--- src/sv/lrsgd_pkg.sv ---
// Shared types, constants and saturation helpers for the linear regression SGD trainer.
package lrsgd_pkg;

    localparam int DATA_W    = 32;
    localparam int FRAC_BITS = 16;
    localparam int COUNT_W   = 16;
    localparam int RATE_W    = 16;
    localparam int SUM_W     = 48;
    localparam int LIMIT_W   = 16;
    localparam int CFG_IDX_W = 3;
    localparam int CFG_DATA_W = 32;
    localparam int STATUS_W  = 3;
    localparam int OP_W      = 2;
    localparam int MUL_W     = DATA_W + 1;
    localparam int PROD_W    = 2 * MUL_W;
    localparam int WIDE_W    = PROD_W - FRAC_BITS;

    localparam logic signed [DATA_W-1:0] DATA_MAX = {1'b0, {(DATA_W-1){1'b1}}};
    localparam logic signed [DATA_W-1:0] DATA_MIN = {1'b1, {(DATA_W-1){1'b0}}};

    typedef enum logic [OP_W-1:0] {
        OP_TRAIN   = 2'd0,
        OP_PREDICT = 2'd1,
        OP_EPOCH   = 2'd2,
        OP_ALT_PRED = 2'd3
    } t_op;

    typedef enum logic [STATUS_W-1:0] {
        STS_OK        = 3'd0,
        STS_CONVERGED = 3'd1,
        STS_LIMIT     = 3'd2,
        STS_EMPTY     = 3'd3,
        STS_IGNORED   = 3'd4
    } t_status;

    typedef enum logic [CFG_IDX_W-1:0] {
        CFG_RATE   = 3'd0,
        CFG_INIT_W = 3'd1,
        CFG_INIT_B = 3'd2,
        CFG_LIMIT  = 3'd3,
        CFG_THRESH = 3'd4
    } t_cfg_idx;

    typedef enum logic [1:0] {
        MUL_WX = 2'd0,
        MUL_ER = 2'd1,
        MUL_GX = 2'd2,
        MUL_TN = 2'd3
    } t_mul_sel;

    typedef enum logic [3:0] {
        S_IDLE,
        S_MUL_PRED,
        S_PRED,
        S_ERR,
        S_MUL_GRAD,
        S_GRAD,
        S_MUL_STEP,
        S_WUPD,
        S_MUL_THR,
        S_EPOCH,
        S_WRITE
    } t_state;

    // Controller to datapath
    typedef struct packed {
        logic     accept;
        logic     mul_en;
        t_mul_sel mul_sel;
        logic     pred;
        logic     err;
        logic     grad;
        logic     wupd;
        logic     epoch;
        logic     write_out;
    } t_cmd;

    // Datapath to controller
    typedef struct packed {
        logic train;
        logic finished;
        logic x_zero;
    } t_sts;

    // Clamp a shifted product to the data range
    function automatic logic signed [DATA_W-1:0] sat_wide(input logic signed [WIDE_W-1:0] v);
        logic [WIDE_W-DATA_W:0] top;
        top = v[WIDE_W-1:DATA_W-1];
        if (top == '0 || top == '1) begin
            return v[DATA_W-1:0];
        end
        return v[WIDE_W-1] ? DATA_MIN : DATA_MAX;
    endfunction

    // Clamp a one-bit-grown sum to the data range
    function automatic logic signed [DATA_W-1:0] sat_sum(input logic signed [DATA_W:0] v);
        if (v[DATA_W] == v[DATA_W-1]) begin
            return v[DATA_W-1:0];
        end
        return v[DATA_W] ? DATA_MIN : DATA_MAX;
    endfunction

endpackage

--- src/sv/linear_regression_sgd_trainer_unit.sv ---
// Top level of the linear regression SGD trainer: sequencer plus datapath.
//
//  channel  direction  handshake                    payload
//  in       sink       i_in_valid / o_in_ready      i_opcode, i_x_value, i_y_reference
//  out      source     o_out_valid / i_out_ready    o_prediction, o_sample_error,
//                                                   o_weight_now, o_bias_now,
//                                                   o_status, o_epochs_done
//  cfg      sink       i_cfg_valid / o_cfg_ready    i_cfg_index, i_cfg_data
//
// Steps: predict w*x, prediction, write; train adds error, e*rate, bias, g*x and
// weight before write (only error if x is zero, none once finished); end of epoch
// thresh*samples, check, write. Products share one registered 33x33 multiplier.
// Reset is synchronous; it restores config defaults and training state, no sweep.
// A result waits in the output register; the next word is taken and computed,
// then holds in its write step until the output register frees.
module linear_regression_sgd_trainer_unit
    import lrsgd_pkg::*;
(
    input  logic                     i_clk,
    input  logic                     i_rst_n,
    input  logic                     i_in_valid,
    output logic                     o_in_ready,
    input  logic [OP_W-1:0]          i_opcode,
    input  logic signed [DATA_W-1:0] i_x_value,
    input  logic signed [DATA_W-1:0] i_y_reference,
    output logic                     o_out_valid,
    input  logic                     i_out_ready,
    output logic signed [DATA_W-1:0] o_prediction,
    output logic signed [DATA_W-1:0] o_sample_error,
    output logic signed [DATA_W-1:0] o_weight_now,
    output logic signed [DATA_W-1:0] o_bias_now,
    output logic [STATUS_W-1:0]      o_status,
    output logic [COUNT_W-1:0]       o_epochs_done,
    input  logic                     i_cfg_valid,
    output logic                     o_cfg_ready,
    input  logic [CFG_IDX_W-1:0]     i_cfg_index,
    input  logic [CFG_DATA_W-1:0]    i_cfg_data
);

    t_cmd cmd;
    t_sts sts;

    // Config writes are always accepted and registered
    assign o_cfg_ready = 1'b1;

    lrsgd_ctrl u_ctrl (
        .i_clk       (i_clk),
        .i_rst_n     (i_rst_n),
        .i_in_valid  (i_in_valid),
        .o_in_ready  (o_in_ready),
        .i_opcode    (i_opcode),
        .o_out_valid (o_out_valid),
        .i_out_ready (i_out_ready),
        .i_sts       (sts),
        .o_cmd       (cmd)
    );

    lrsgd_dp u_dp (
        .i_clk          (i_clk),
        .i_rst_n        (i_rst_n),
        .i_cfg_valid    (i_cfg_valid),
        .i_cfg_index    (i_cfg_index),
        .i_cfg_data     (i_cfg_data),
        .i_opcode       (i_opcode),
        .i_x_value      (i_x_value),
        .i_y_reference  (i_y_reference),
        .i_cmd          (cmd),
        .o_sts          (sts),
        .o_prediction   (o_prediction),
        .o_sample_error (o_sample_error),
        .o_weight_now   (o_weight_now),
        .o_bias_now     (o_bias_now),
        .o_status       (o_status),
        .o_epochs_done  (o_epochs_done)
    );

endmodule

--- src/sv/lrsgd_ctrl.sv ---
// Sequencer for the trainer: walks each word through the shared multiplier steps.
module lrsgd_ctrl
    import lrsgd_pkg::*;
(
    input  logic            i_clk,
    input  logic            i_rst_n,
    input  logic            i_in_valid,
    output logic            o_in_ready,
    input  logic [OP_W-1:0] i_opcode,
    output logic            o_out_valid,
    input  logic            i_out_ready,
    input  t_sts            i_sts,
    output t_cmd            o_cmd
);

    t_state r_state, n_state;
    logic   r_out_valid, n_out_valid;
    logic   out_free;

    assign out_free    = !r_out_valid || i_out_ready;
    assign o_in_ready  = (r_state == S_IDLE);
    assign o_out_valid = r_out_valid;

    // Advance state and output flag
    always_ff @(posedge i_clk) begin
        if (!i_rst_n) begin
            r_state     <= S_IDLE;
            r_out_valid <= 1'b0;
        end else begin
            r_state     <= n_state;
            r_out_valid <= n_out_valid;
        end
    end

    // Next state
    always_comb begin
        n_state = r_state;
        unique case (r_state)
            S_IDLE: begin
                if (i_in_valid) begin
                    n_state = (t_op'(i_opcode) == OP_EPOCH) ? S_MUL_THR : S_MUL_PRED;
                end
            end
            S_MUL_PRED: n_state = S_PRED;
            S_PRED:     n_state = (i_sts.train && !i_sts.finished) ? S_ERR : S_WRITE;
            S_ERR:      n_state = i_sts.x_zero ? S_WRITE : S_MUL_GRAD;
            S_MUL_GRAD: n_state = S_GRAD;
            S_GRAD:     n_state = S_MUL_STEP;
            S_MUL_STEP: n_state = S_WUPD;
            S_WUPD:     n_state = S_WRITE;
            S_MUL_THR:  n_state = S_EPOCH;
            S_EPOCH:    n_state = S_WRITE;
            S_WRITE:    n_state = out_free ? S_IDLE : S_WRITE;
            default:    n_state = S_IDLE;
        endcase
    end

    // Commands and output flag
    always_comb begin
        o_cmd       = '0;
        o_cmd.mul_sel = MUL_WX;
        n_out_valid = r_out_valid && !i_out_ready;
        unique case (r_state)
            S_IDLE:     o_cmd.accept = i_in_valid;
            S_MUL_PRED: begin
                o_cmd.mul_en  = 1'b1;
                o_cmd.mul_sel = MUL_WX;
            end
            S_PRED:     o_cmd.pred = 1'b1;
            S_ERR:      o_cmd.err = 1'b1;
            S_MUL_GRAD: begin
                o_cmd.mul_en  = 1'b1;
                o_cmd.mul_sel = MUL_ER;
            end
            S_GRAD:     o_cmd.grad = 1'b1;
            S_MUL_STEP: begin
                o_cmd.mul_en  = 1'b1;
                o_cmd.mul_sel = MUL_GX;
            end
            S_WUPD:     o_cmd.wupd = 1'b1;
            S_MUL_THR:  begin
                o_cmd.mul_en  = 1'b1;
                o_cmd.mul_sel = MUL_TN;
            end
            S_EPOCH:    o_cmd.epoch = 1'b1;
            S_WRITE: begin
                if (out_free) begin
                    o_cmd.write_out = 1'b1;
                    n_out_valid     = 1'b1;
                end
            end
            default: ;
        endcase
    end

endmodule

--- src/sv/lrsgd_dp.sv ---
// Datapath: model state, config registers, shared multiplier and result register.
module lrsgd_dp
    import lrsgd_pkg::*;
(
    input  logic                   i_clk,
    input  logic                   i_rst_n,
    input  logic                   i_cfg_valid,
    input  logic [CFG_IDX_W-1:0]   i_cfg_index,
    input  logic [CFG_DATA_W-1:0]  i_cfg_data,
    input  logic [OP_W-1:0]        i_opcode,
    input  logic signed [DATA_W-1:0] i_x_value,
    input  logic signed [DATA_W-1:0] i_y_reference,
    input  t_cmd                   i_cmd,
    output t_sts                   o_sts,
    output logic signed [DATA_W-1:0] o_prediction,
    output logic signed [DATA_W-1:0] o_sample_error,
    output logic signed [DATA_W-1:0] o_weight_now,
    output logic signed [DATA_W-1:0] o_bias_now,
    output logic [STATUS_W-1:0]    o_status,
    output logic [COUNT_W-1:0]     o_epochs_done
);

    // Configuration registers
    logic [RATE_W-1:0]         r_rate;
    logic signed [DATA_W-1:0]  r_init_w;
    logic signed [DATA_W-1:0]  r_init_b;
    logic [LIMIT_W-1:0]        r_limit;
    logic [CFG_DATA_W-1:0]     r_thresh;

    // Training state
    logic signed [DATA_W-1:0]  r_w, r_b;
    logic [SUM_W-1:0]          r_esum;
    logic [COUNT_W-1:0]        r_samples, r_count;
    logic                      r_finished, r_fresh;

    // Working registers
    t_op                       r_op;
    logic signed [DATA_W-1:0]  r_x, r_y, r_pred, r_err, r_g;
    logic signed [PROD_W-1:0]  r_prod;
    t_status                   r_status;

    logic signed [MUL_W-1:0]   mul_a, mul_b;
    logic signed [DATA_W-1:0]  prod_q, g_now, pred_now, err_now;
    logic [DATA_W:0]           err_mag;
    logic [SUM_W:0]            esum_add;
    logic [COUNT_W-1:0]        count_inc, samples_inc;
    logic                      load_start, conv;

    assign o_sts.train    = (r_op == OP_TRAIN);
    assign o_sts.finished = r_finished;
    assign o_sts.x_zero   = (r_x == '0);

    // Select multiplier operands
    always_comb begin
        case (i_cmd.mul_sel)
            MUL_WX: begin
                mul_a = {r_w[DATA_W-1], r_w};
                mul_b = {r_x[DATA_W-1], r_x};
            end
            MUL_ER: begin
                mul_a = {r_err[DATA_W-1], r_err};
                mul_b = {{(MUL_W-RATE_W){1'b0}}, r_rate};
            end
            MUL_GX: begin
                mul_a = {r_g[DATA_W-1], r_g};
                mul_b = {r_x[DATA_W-1], r_x};
            end
            default: begin
                mul_a = {{(MUL_W-CFG_DATA_W){1'b0}}, r_thresh};
                mul_b = {{(MUL_W-COUNT_W){1'b0}}, r_samples};
            end
        endcase
    end

    // Floor-shift products and form the arithmetic of each step
    always_comb begin
        prod_q   = sat_wide(r_prod[PROD_W-1:FRAC_BITS]);
        // |e*rate| stays below 2^(DATA_W-1+RATE_W), so the slice is exact
        g_now    = r_prod[RATE_W +: DATA_W];
        pred_now = sat_sum({prod_q[DATA_W-1], prod_q} + {r_b[DATA_W-1], r_b});
        err_now  = sat_sum({r_y[DATA_W-1], r_y} - {r_pred[DATA_W-1], r_pred});
        err_mag  = r_err[DATA_W-1] ? (DATA_W+1)'(-{r_err[DATA_W-1], r_err})
                                   : {1'b0, r_err};
        esum_add = {1'b0, r_esum} + {{(SUM_W-DATA_W){1'b0}}, err_mag};
        count_inc   = (r_count == '1) ? r_count : r_count + 1'b1;
        samples_inc = (r_samples == '1) ? r_samples : r_samples + 1'b1;
        conv     = r_esum < r_prod[SUM_W-1:0];
        load_start = (t_op'(i_opcode) == OP_TRAIN) && r_fresh && !r_finished;
    end

    // Write configuration registers
    always_ff @(posedge i_clk) begin
        if (!i_rst_n) begin
            r_rate   <= RATE_W'(656);
            r_init_w <= DATA_W'(32768);
            r_init_b <= DATA_W'(32768);
            r_limit  <= LIMIT_W'(1000);
            r_thresh <= CFG_DATA_W'(1);
        end else if (i_cfg_valid) begin
            case (i_cfg_index)
                CFG_RATE:   r_rate   <= i_cfg_data[RATE_W-1:0];
                CFG_INIT_W: r_init_w <= i_cfg_data[DATA_W-1:0];
                CFG_INIT_B: r_init_b <= i_cfg_data[DATA_W-1:0];
                CFG_LIMIT:  r_limit  <= i_cfg_data[LIMIT_W-1:0];
                CFG_THRESH: r_thresh <= i_cfg_data;
                default: ;
            endcase
        end
    end

    // Training state updates
    always_ff @(posedge i_clk) begin
        if (!i_rst_n) begin
            r_w        <= '0;
            r_b        <= '0;
            r_esum     <= '0;
            r_samples  <= '0;
            r_count    <= '0;
            r_finished <= 1'b0;
            r_fresh    <= 1'b1;
        end else begin
            if (i_cmd.accept && load_start) begin
                r_w     <= r_init_w;
                r_b     <= r_init_b;
                r_fresh <= 1'b0;
            end
            if (i_cmd.err) begin
                r_samples <= samples_inc;
                // zero x: bias takes the reference directly
                if (r_x == '0) begin
                    r_b <= r_y;
                end
            end
            if (i_cmd.grad) begin
                r_b <= sat_sum({r_b[DATA_W-1], r_b} + {g_now[DATA_W-1], g_now});
            end
            if (i_cmd.wupd) begin
                r_w    <= sat_sum({r_w[DATA_W-1], r_w} + {prod_q[DATA_W-1], prod_q});
                r_esum <= esum_add[SUM_W] ? {SUM_W{1'b1}} : esum_add[SUM_W-1:0];
            end
            if (i_cmd.epoch && !r_finished && r_samples != '0) begin
                r_count   <= count_inc;
                r_esum    <= '0;
                r_samples <= '0;
                if (conv || count_inc >= r_limit) begin
                    r_finished <= 1'b1;
                end
            end
        end
    end

    // Working registers, multiplier and status
    always_ff @(posedge i_clk) begin
        if (i_cmd.accept) begin
            r_op   <= t_op'(i_opcode);
            r_x    <= i_x_value;
            r_y    <= i_y_reference;
            r_pred <= '0;
            r_err  <= '0;
            if ((t_op'(i_opcode) == OP_TRAIN || t_op'(i_opcode) == OP_EPOCH) && r_finished) begin
                r_status <= STS_IGNORED;
            end else begin
                r_status <= STS_OK;
            end
        end
        if (i_cmd.mul_en) begin
            r_prod <= mul_a * mul_b;
        end
        if (i_cmd.pred) begin
            r_pred <= pred_now;
        end
        if (i_cmd.err) begin
            r_err <= err_now;
        end
        if (i_cmd.grad) begin
            r_g <= g_now;
        end
        if (i_cmd.epoch && !r_finished) begin
            if (r_samples == '0) begin
                r_status <= STS_EMPTY;
            end else if (conv) begin
                r_status <= STS_CONVERGED;
            end else if (count_inc >= r_limit) begin
                r_status <= STS_LIMIT;
            end else begin
                r_status <= STS_OK;
            end
        end
    end

    // Result register
    always_ff @(posedge i_clk) begin
        if (i_cmd.write_out) begin
            o_prediction   <= r_pred;
            o_sample_error <= r_err;
            o_weight_now   <= r_w;
            o_bias_now     <= r_b;
            o_status       <= r_status;
            o_epochs_done  <= r_count;
        end
    end

endmodule

--- config.mk ---
export PLATFORM = sky130hd
export DESIGN_NAME = linear_regression_sgd_trainer_unit
export DESIGN_NICKNAME = d
export VERILOG_FILES = /design/src/sv/lrsgd_pkg.sv /design/src/sv/linear_regression_sgd_trainer_unit.sv /design/src/sv/lrsgd_ctrl.sv /design/src/sv/lrsgd_dp.sv
export SDC_FILE = /design/constraint.sdc
export NUM_CORES = 2
export LEC_CHECK = 0
export BUFFER_PORTS_ARGS = -buffer_cell sky130_fd_sc_hd__clkbuf_2
export CAP_MARGIN = 20
export CORE_ASPECT_RATIO = 1.75
export CORE_MARGIN = 1.5
export CORE_UTILIZATION = 36
export CTS_CLUSTER_DIAMETER = 80
export DETAILED_ROUTE_END_ITERATION = 7
export GPL_TIMING_DRIVEN = 0
export HOLD_SLACK_MARGIN = 0.08
export SLEW_MARGIN = 20
export SYNTH_ARGS = -nofsm -noshare
export SYNTH_HDL_FRONTEND = slang
export SYNTH_SLANG_ARGS = --single-unit
--- constraint.sdc ---
create_clock -name i_clk -period 20.5 [get_ports i_clk]
set_input_delay 2.05 -clock i_clk [delete_from_list [all_inputs] [get_ports i_clk]]
set_output_delay 2.05 -clock i_clk [all_outputs]
set_load 0.01 [all_outputs]
==> results by stage <==
Outcome:
- The run finished with clean final reports.

Clocking:
- Once the clock tree was built, the setup fixing pass inserted 0 buffers.
- The CTS tree is done.
- The cts-stage hold buffer count is 0.
- The quantity of gates resized following cts is 0.
- The cell sitting at the root of the clock tree is a sky130_fd_sc_hd__clkbuf_16.
- In this run the deepest clock path goes through 3 buffers.
- For the worst-skew pair, the clock arrives at the later sink with an insertion delay of 700 ps.
- The clock tree synthesis step divided the H-tree into 3 levels.
- The clock sink total is 657.
- The number of CTS-inserted buffers is 69.
- After clock tree synthesis, the clock-pin slew on the worst setup and hold paths is 70 ps.

Setup path:
- The most frequent cell on the critical path is sky130_fd_sc_hd__fa_1.
- STA puts the critical path data required time at 20,920 ps.
- The maximum fanout encountered on the critical timing path is 10.
- The critical path contains buffers and inverters numbering 10 combined.
- The worst setup path is launched from a flop.
- Among all stages on the critical path, the largest delay is contributed by sky130_fd_sc_hd__clkbuf_1.
- Measured in cells, the most critical reg-to-reg path has a length of 33.
- In this run the number of cells on the critical path is 33.
- The endpoint kind of the worst setup timing path is a flop.
- The critical path data arrival time is 14,520 ps.
- The critical path is of the reg2reg type.
- The family with the most delay on the worst path is adder cells.
- The maximum cell stage delay along the critical path is 920 ps.

Drt:
- The first detailed-routing pass took 8 iterations.
- For this block, the routed nets add up to 364,000 um of wire.
- The DRC violation total after the first TritonRoute iteration is 4,798.
- The number of remaining DRC errors is 0.
- The total via count in the routed design is 61,430.
- The final antenna-violating net count is 0.
- The average vias per placed instance is 5.56.
- The wire length per cell is 33.0 um.

Synthesis:
- Summed over its instances, the top area cell type makes up 31.6% of the synthesized netlist area.
- Sorting the synthesized cells by area gives the leading types as sky130_fd_sc_hd__fa_1 (32%), sky130_fd_sc_hd__edfxtp_1 (16%), sky130_fd_sc_hd__dfxtp_1 (7.7%).
- Synthesis handed over a netlist of 7,928 instances.
- The leading register cell type out of synthesis is sky130_fd_sc_hd__edfxtp_1.
- After synthesis, the share of flip-flops with an asynchronous set or reset is 0%.
- The flip-flop and latch count after synthesis is 657.
- In this run, synthesis inferred 378 flip-flops with an integrated enable.
- The cell area that synthesis handed to floorplanning was 72,700 um2.
- The synthesis warning total is 0.
- The distinct cell type count of the synthesized netlist is 81.
- Each instance of the synthesized netlist takes up on average 9.18 um2.
- The library cell with the highest instance count after synthesis is sky130_fd_sc_hd__inv_1.
- For this run, the register share of the synthesized area comes to 23.3%.
- The cell type with the highest aggregate area in the netlist is sky130_fd_sc_hd__fa_1.
- Counting every net in the synthesized netlist gives 9,629.
- By count the netlist is led by sky130_fd_sc_hd__inv_1 (1,288), sky130_fd_sc_hd__nand2_1 (1,154), sky130_fd_sc_hd__fa_1 (1,150), sky130_fd_sc_hd__nor2_1 (768), sky130_fd_sc_hd__a21oi_1 (494).

STA:
- Setup repair after global routing left no endpoint under its margin.
- Setup slack closes at 6400 ps.
- Headroom to the max-slew limit came out at 10.7%.
- The number of failing hold endpoints at the final stage is 0.
- The highest clock rate is 0.0709 GHz.
- For the final routed database, the setup TNS stands at 0 ps.
- On the final layout, the worst hold slack is 427 ps.
- At the pin with the least slew margin, the transition time is 1340 ps.
- The final critical path takes up 68.8% of the cycle.
- The worst clock skew is 45.7 ps.
- The number of pins with negative max-slew slack in the final report is 0.
- The number of failing setup endpoints in the final timing report is 0.
- The minimum clock period after layout is 14,100 ps.

Die:
- The initial standard-cell utilization of the core is 36.2%.
- Row generation in the floorplan step produced 218 rows.
- The floorplan step set the die width to 343 um.
- The chip height is 598 um.
- The core area is 201,000 um2.
- Pin placement for this block handled 256 I/O pins.
- The die covers 205,000 um2.

Run:
- The max-cap violation count is 0.

Global routing:
- The via count of the first global-routing pass is 64,968.
- The overall track demand over capacity in global routing is 35.5%.
- The initial antenna violation count is 22.
- The overflow left after global routing is 0.
- Entering global routing, the biggest net connects 36 pins.
- The wire length of the first global-routing pass is 496,000 um.

Place:
- The final RePlAce weighted congestion is 1.09.
- In this run the tool buffered the top-level ports with 254 buffer cells.
- At the placement stage, the worst setup path has a slack of 6520 ps.
- The half-perimeter wire length after detailed placement is 305,000 um.

Cells and area:
- Cells with a size suffix above 1 make up 6.95% of the layout.
- From synthesis to final layout, the design area changed by 11.6%.
- After the last flow step, the layout net total stands at 10,021.

Worst hold path:
- The number of cells on the worst hold path is 0.
- The kind of path behind the tightest hold check is reg2reg.
==> per-layer routing <==
metal  vias up  GRT usage, %  routed length (um)  share of wire, %
met5         -             0                  57             0.016
met4         8          42.8               54300                15
met3      1335          7.07               23800               6.5
met2      2982          60.3              176000                48
met1     30885          32.7              110000                30
li1      26220             -                   -                 -
==> worst paths after layout <==
path / startpoint / end / slack (ps)
worst min-delay path: u_dp.r_count[4] / u_dp.o_epochs_done[4] / 430
worst max-delay path: u_ctrl.r_state[0] / u_dp.r_prod[62] / 6400
worst max register to register: u_ctrl.r_state[0] / u_dp.r_prod[62] / 6400
worst min register to register: u_dp.r_count[4] / u_dp.o_epochs_done[4] / 430
==> cell families after synthesis <==
kind of cell,Yosys count,synth area share (%)
AOI/OAI and AO/OA,1314,11.1
xor gates and xnor gates,263,3.17
adders and majority gates,1595,39.3
buffers and inverters,1645,8.50
DFF,657,23.3
muxes,49,0.679
other,2,0.0103
and+or+nand+nor,2403,14.0
==> registers in the layout, summed over array words and instances, names as in the netlist, 32 cells and up <==
name                 count
u_dp.r_err              32
u_dp.r_y                32
u_dp.r_g                32
u_dp.o_bias_now         32
u_dp.r_prod             66
u_dp.r_pred             32
u_dp.o_prediction       32
u_dp.r_w                32
u_dp.r_b                32
u_dp.r_x                32
u_dp.r_esum             48
u_dp.o_weight_now       32
u_dp.r_thresh           32
u_dp.r_init_w           32
u_dp.r_init_b           32
u_dp.o_sample_error     32
==> cell type report <==
class	instances	area, um2
fillers	20404	120000
plain buffers	357	1400
flip-flops and latches	657	16900
multi-input cells	5626	49900
clock inverters	50	653
inverters	1288	4840
well taps	2640	3300
repair buffers	321	2240
clock buffers	77	1800
diodes	23	57.6
==> cell usage in the layout, fill, tap and decap left out, drive strengths merged, types with 172 or more instances in the layout <==
master,count
a21oi,494
clkbuf,670
dfxtp,279
edfxtp,378
fa,1150
ha,445
inv,1301
nand2,1154
nor2,768
o21ai,259
xnor2,172
==> stage by stage <==
stage | utilization (%) | instance area (um2) | instances
floorplan | - | 72700 | 7928
global placement | 38.5 | 77300 | 10822
detailed placement | 39.1 | 78600 | 10889
CTS | 40.3 | 81100 | 11016
global route | 40.4 | 81100 | 11026
finish | 40.4 | 81200 | 11039
Power is not shown: default switching activity piles up to over one toggle a cycle in this logic, so the estimate is an artifact.
